==> config.mk <==
export PLATFORM = sky130hd
export DESIGN_NAME = qske_sqrt
export DESIGN_NICKNAME = d
export VERILOG_FILES = /design/src/hw/rtl/quartic_spline_kernel_eval_macros.svh /design/src/hw/rtl/qske_sqrt.sv
export SDC_FILE = /design/constraint.sdc
export NUM_CORES = 2
export LEC_CHECK = 0
export BUFFER_PORTS_ARGS = -buffer_cell sky130_fd_sc_hd__buf_2
export CAP_MARGIN = 10
export CORE_UTILIZATION = 35
export CTS_BUF_LIST = sky130_fd_sc_hd__clkbuf_4
export DETAILED_ROUTE_END_ITERATION = 6
export GPL_ROUTABILITY_DRIVEN = 0
export HOLD_SLACK_MARGIN = 0.03
export PLACE_DENSITY_LB_ADDON = 0.2
export RECOVER_POWER = 100
export SLEW_MARGIN = 20
export SYNTH_ARGS = -nofsm -noshare
export SYNTH_HDL_FRONTEND = slang
export SYNTH_MEMORY_MAX_BITS = 65536
export SYNTH_SLANG_ARGS = --single-unit
==> constraint.sdc <==
create_clock -name clk -period 4.61 [get_ports clk]
set_input_delay 1.383 -clock clk [delete_from_list [all_inputs] [get_ports clk]]
set_output_delay 1.383 -clock clk [all_outputs]
set_load 0.05 [all_outputs]
==> src/hw/rtl/quartic_spline_kernel_eval_macros.svh <==
// ---------------------------------------------------------------------------
// quartic spline kernel evaluator - assertion macros
// concurrent checks clocked on clk and held off while rst is high
// ---------------------------------------------------------------------------
`ifndef QUARTIC_SPLINE_KERNEL_EVAL_MACROS_SVH
`define QUARTIC_SPLINE_KERNEL_EVAL_MACROS_SVH

// condition that holds at every clock edge
`define QSKE_ASSERT_ALWAYS(lbl, expr, msg) \
  lbl: assert property (@(posedge clk) disable iff (rst) (expr)) else $error(msg);

// condition that holds in the cycle after a trigger
`define QSKE_ASSERT_NEXT(lbl, pre, post, msg) \
  lbl: assert property (@(posedge clk) disable iff (rst) (pre) |=> (post)) else $error(msg);

`endif

==> src/hw/rtl/qske_sqrt.sv <==
// ---------------------------------------------------------------------------
// qske_sqrt
// pipelined integer square root, one result bit per register stage
// ---------------------------------------------------------------------------
`default_nettype none

module qske_sqrt #(
  parameter int  N_W   = 66,
  parameter type TAG_T = logic
) (
  input  wire logic                   clk,
  input  wire logic                   rst,
  input  wire logic                   en,
  input  wire logic                   in_valid,
  input  wire logic [N_W-1:0]         radicand,
  input  wire TAG_T                   tag_in,
  output logic                        out_valid,
  output logic [(N_W+1)/2-1:0]        root,
  output TAG_T                        tag_out
);

  localparam int R_W  = (N_W + 1) / 2;
  localparam int NP   = 2 * R_W;
  localparam int RM_W = R_W + 2;

  logic              vld [0:R_W-1];
  logic [NP-1:0]     rad [0:R_W-1];
  logic [R_W-1:0]    rt  [0:R_W-1];
  logic [RM_W-1:0]   rm  [0:R_W-1];
  TAG_T              tg  [0:R_W-1];

  for (genvar i = 0; i < R_W; i++) begin : g_stage
    logic            src_v;
    logic [NP-1:0]   src_rad;
    logic [R_W-1:0]  src_rt;
    logic [RM_W-1:0] src_rm;
    TAG_T            src_tg;
    logic [RM_W+1:0] sh;
    logic [RM_W+1:0] trial;
    logic            ge;

    // stage source: port for the first stage, previous stage otherwise
    if (i == 0) begin : g_first
      assign src_v   = in_valid;
      assign src_rad = NP'(radicand);
      assign src_rt  = '0;
      assign src_rm  = '0;
      assign src_tg  = tag_in;
    end else begin : g_rest
      assign src_v   = vld[i-1];
      assign src_rad = rad[i-1];
      assign src_rt  = rt[i-1];
      assign src_rm  = rm[i-1];
      assign src_tg  = tg[i-1];
    end

    // bring down the next bit pair and try the next root bit
    assign sh    = {src_rm, src_rad[NP-1 -: 2]};
    assign trial = {2'b00, src_rt, 2'b01};
    assign ge    = (sh >= trial);

    always_ff @(posedge clk) begin
      if (rst) begin
        vld[i] <= 1'b0;
      end else if (en) begin
        vld[i] <= src_v;
      end
    end

    always_ff @(posedge clk) begin
      if (en) begin
        rad[i] <= src_rad << 2;
        rt[i]  <= {src_rt[R_W-2:0], ge};
        rm[i]  <= ge ? RM_W'(sh - trial) : RM_W'(sh);
        tg[i]  <= src_tg;
      end
    end
  end

  assign out_valid = vld[R_W-1];
  assign root      = rt[R_W-1];
  assign tag_out   = tg[R_W-1];

endmodule

`default_nettype wire

# Word level (Yosys, flattened, before mapping)
# Memory sizes are Yosys's and may differ from the RTL's.
# Cells that the tools add are included.
[op_classes]
add_sub_neg = 33
magnitude_cmp = 33
n_mux = 72
n_bitwise = 33
[op_table]
columns = ["cell", "n"]
rows = [
  ["37-bit by 35-bit greater-or-equal comparator with 1-bit output", 32],
  ["35-bit two-way mux", 33],
  ["35-bit subtractor", 32],
  ["1-bit two-way mux", 39],
  ["1-bit bitwise OR", 33],
  ["2-bit by 1-bit subtractor with 3-bit output (second input constant)", 1],
  ["2-bit by 1-bit greater-or-equal comparator with 1-bit output (second input constant)", 1],
]
[word_totals]
ff_bits = 0
mem_bits_rw = 4422
in_bits = 71
wordCells = 176
memories = 5
[memory_table]
columns = ["memory", "depth", "word_bits", "rd", "rd_clocked_by_memory_dff", "write_ports", "line", "rtl"]
rows = [
  ["rad", 33, 64, 32, 0, 33, "qske_sqrt.sv:27", "logic [NP-1:0] rad [0:R_W-1];"],
  ["rm", 33, 35, 32, 0, 33, "qske_sqrt.sv:29", "logic [RM_W-1:0] rm [0:R_W-1];"],
  ["rt", 33, 33, 33, 0, 33, "qske_sqrt.sv:28", "logic [R_W-1:0] rt [0:R_W-1];"],
  ["tg", 33, 1, 33, 0, 33, "qske_sqrt.sv:30", "TAG_T tg [0:R_W-1];"],
  ["vld", 33, 1, 33, 0, 33, "qske_sqrt.sv:26", "logic vld [0:R_W-1];"],
]

# Logic depth before layout (Yosys ltp)
[depth]
ltp_word = 4
ltp_mapped = 15
mapped_depth_nobuf = 13

# Worst setup path before layout
# No wires, ideal clock.
[synth_timing]
path_kind = "register to register"
startpoint = "mem rm[0][294] (netlist bit)"
endpoint = "mem rm[0][342] (netlist bit) (data pin)"
arrival_time_ns = 3.519
setup_slack_ns = 0.832
stages_incl_launch_ff = 12
path_cell_list = "edfxtp_1 > or3_4 > or4_4 > or3_1 > buf_2 > nor4_2 > a21oi_1 > nor3b_4 > or4b_4 > or4_4 > or2_1 > xnor2_1"
[synth_rtl]
columns = ["item", "line"]
rows = [
  ["start: declaration", "qske_sqrt.sv:29"],
]

==> metrics <==
endpoints failing hold 0; CTS tree yes; final clock skew 0.103 ns; async set-reset flop share out of synthesis 0%; Simple-Gate Fraction of Synth Area a little under 10%; CP Depth 9; final worst-path cycle share 93.7%; outcome finished with violations; Max FO, Critical Path 26; via count 79200; CP Cell Sequence or3_1 -> or4_1 -> or3_1 -> nor4_1 -> a21oi_1 -> nor3b_4 -> a2111oi_0 -> nand2_1 -> xnor2_1; critical path type flip-flop to flip-flop; VDD IR-drop max approximately 0.24 mV; fin crit period ~4.3 ns; Clk Latency, worst-skew pair roughly 1.5 ns; ys flop type edfxtp_1; Crit path max-delay family simple AND/OR/NAND/NOR gates; first-pass GRT wire length 433000 µm; clock buffer depth 4; WP data required 5.80 ns; WL final about 280000 µm; Slew @ Worst Pin 2.91 ns; Final TNS setup 0 ns; initial core utilization a little over a third; number of synthesized register bits 2750; post-synthesis adder-cell area fraction 5.87%; Ys Warns 0; hold slack ~0.36 ns; DRT iter0 DRCs between 5000 and 6000; largest area contributor in the netlist edfxtp_1; largest net degree at the start of global routing ~110; CP startpoint kind flip-flop; Slew HR -94.0%; mux cell area share after synthesis 0.751%; Netlist cell types 84; synth top area cells edfxtp_1 (65%), ha_1 (5.9%), xnor2_1 (3.1%); layout cell share with drive strength beyond 1 12.5%; I/O pin cnt 106; post-synthesis xor/xnor area fraction roughly 6.2%; Global Route Usage Sum 14.7%; Synth Instances 9770; Core Region about 0.36 mm²; drt first pass iters 5; Area Overhead vs Synth 13.0%; largest family of logic cells by synthesized area simple AND/OR/NAND/NOR gates; Port Buffers roughly 110; fin util 39.9%; vias in the first global route just over 80000; grt total ovfl 0; top-count cell post-synth edfxtp_1; Setup-failing EPs final 0; CP Data Arrival Time 5.51 ns; CP most frequent cell or3_1; R2R depth 9; Via density 4.97; # Max-Cap Violations 12; Hold Crit Depth 0; Commonest cells post-synth edfxtp_1 (2750), nand2_1 (757), inv_1 (746); WL per Instance around 17 µm; Row Count 220; Layout Cells excl Fill about 16000; Root Driver clkbuf_4; PD cells 482 mW/mm²; Slew Viols, Final 578; slowest CP cell a2111oi_0; Synth Area in Compound Gates 9.56%; Clk pin slew, worst setup/hold paths 0.06 ns; CP endpoint kind flip-flop; Post-synth EDFFs about 2800; # H-tree levels 6; RSZ-0062 raised after global routing false; synthesized net count 10400; Placed Cells 14600; top cell type's share of synthesized area 65.0%; Leak 54.7 nW; clk sink count ~2800; nets between 10000 and 15000; Post-route DRC 0; Die Span X 604 µm; Peak Freq about 230 MHz; Seq/Total Area, Yosys 65.0%; WP buf/inv 0; mapped cell area 0.127 mm²; initial antenna violation count 8; power consumption 69.2 mW; Die Y about 600 µm; synthesized area per cell 13.0 µm²; failing checks max-capacitance violations, max-slew violations; cts bufs inserted 743; total die area roughly 0.37 mm²; HP Class flip-flop to flip-flop; slowest stage delay, CP slightly below 1 ns; Final HPWL DP 196000 µm; number of nets with antenna violations after routing 0
## where the power goes
| group | switching [mW] | internal, mW |
|---|---|---|
| registers | 2.09 | 31.6 |
| clock network | 10.3 | 11.0 |
| logic | 8.45 | 5.86 |
| total | 20.8 | 48.4 |
## worst paths after layout
check / slack [ns] / end / from
worst max-delay path: 0.29 / rm[0][347]$_DFFE_PP_ / rm[0][294]$_DFFE_PP_
worst min-delay path: 0.36 / rad[0][1787]$_DFFE_PP_ / rad[0][1721]$_DFFE_PP_
worst max register to register: 0.29 / rm[0][347]$_DFFE_PP_ / rm[0][294]$_DFFE_PP_
worst min register to register: 0.36 / rad[0][1787]$_DFFE_PP_ / rad[0][1721]$_DFFE_PP_
## timing repair
action / in CTS / in global routing
setup buffers: 0 / 0
resized for setup: 0 / 0
hold endpoints to repair: 69 / 0
hold buffers: 69 / 0
## flip-flops by register name, summed over array words and instances, names as in the netlist
name,count
rt,561
rm,1067
tg,33
vld,33
rad,1056
## layout make-up
type	count	area, µm²
antenna	7	17.5
clock buffer	1055	7920
clock inverter	213	1310
fill	34300	216000
inverter	747	2800
multi-input combinational	6077	40900
sequential	2750	82600
tap	4773	5970
timing repair buffer	324	2030
## kinds of logic after synthesis
logic type,after synthesis
xor+xnor,904
flops,2750
compound gates,1971
mux,87
buf+inv,943
simple gates,2518
fa+ha+maj,596
other cells,1
## per-stage QoR
| step | setup WS [ns] | cell area [µm²] |
|---|---|---|
| 6_report | 0.291 | 144000 |
| 3_3_place_gp | 0.485 | 134000 |
| 5_1_grt | 0.122 | 144000 |
| 2_1_floorplan | 0.832 | 127000 |
| 3_5_place_dp | 0.489 | 134000 |
| 4_1_cts | 0.480 | 144000 |
## routing by layer
metal / up-vias / part of all wire [%] / GRT usage (%) / wire, µm
met2: 2183 / 49 / 25.8 / 136000
met4: 6 / 4.8 / 7.52 / 13100
met1: 37800 / 41 / 17.2 / 113000
li1: 38400 / - / - / -
met5: - / 0.016 / 0 / 45
met3: 748 / 4.9 / 2.77 / 13400
## worst reg2reg max path, cell delays in order, from the launching register on
cell	delay, ns
edfxtp_1	0.45
or3_1	0.45
or4_1	0.46
or3_1	0.45
nor4_1	0.39
a21oi_1	0.18
nor3b_4	0.29
a2111oi_0	0.98
nand2_1	0.24
xnor2_1	0.18
## cell usage in the layout, fill, tap and decap left out, drive strengths merged, types with 159 or more instances in the layout
cell type     n
a21o        258
a21oi       549
clkbuf     1220
clkinv      173
edfxtp     2750
ha          596
inv         770
nand2       757
nand3       159
nor2        526
nor3        217
o21ai       586
xnor2       455
xor2        449
No activity file was read; power rests on OpenSTA's default activity.
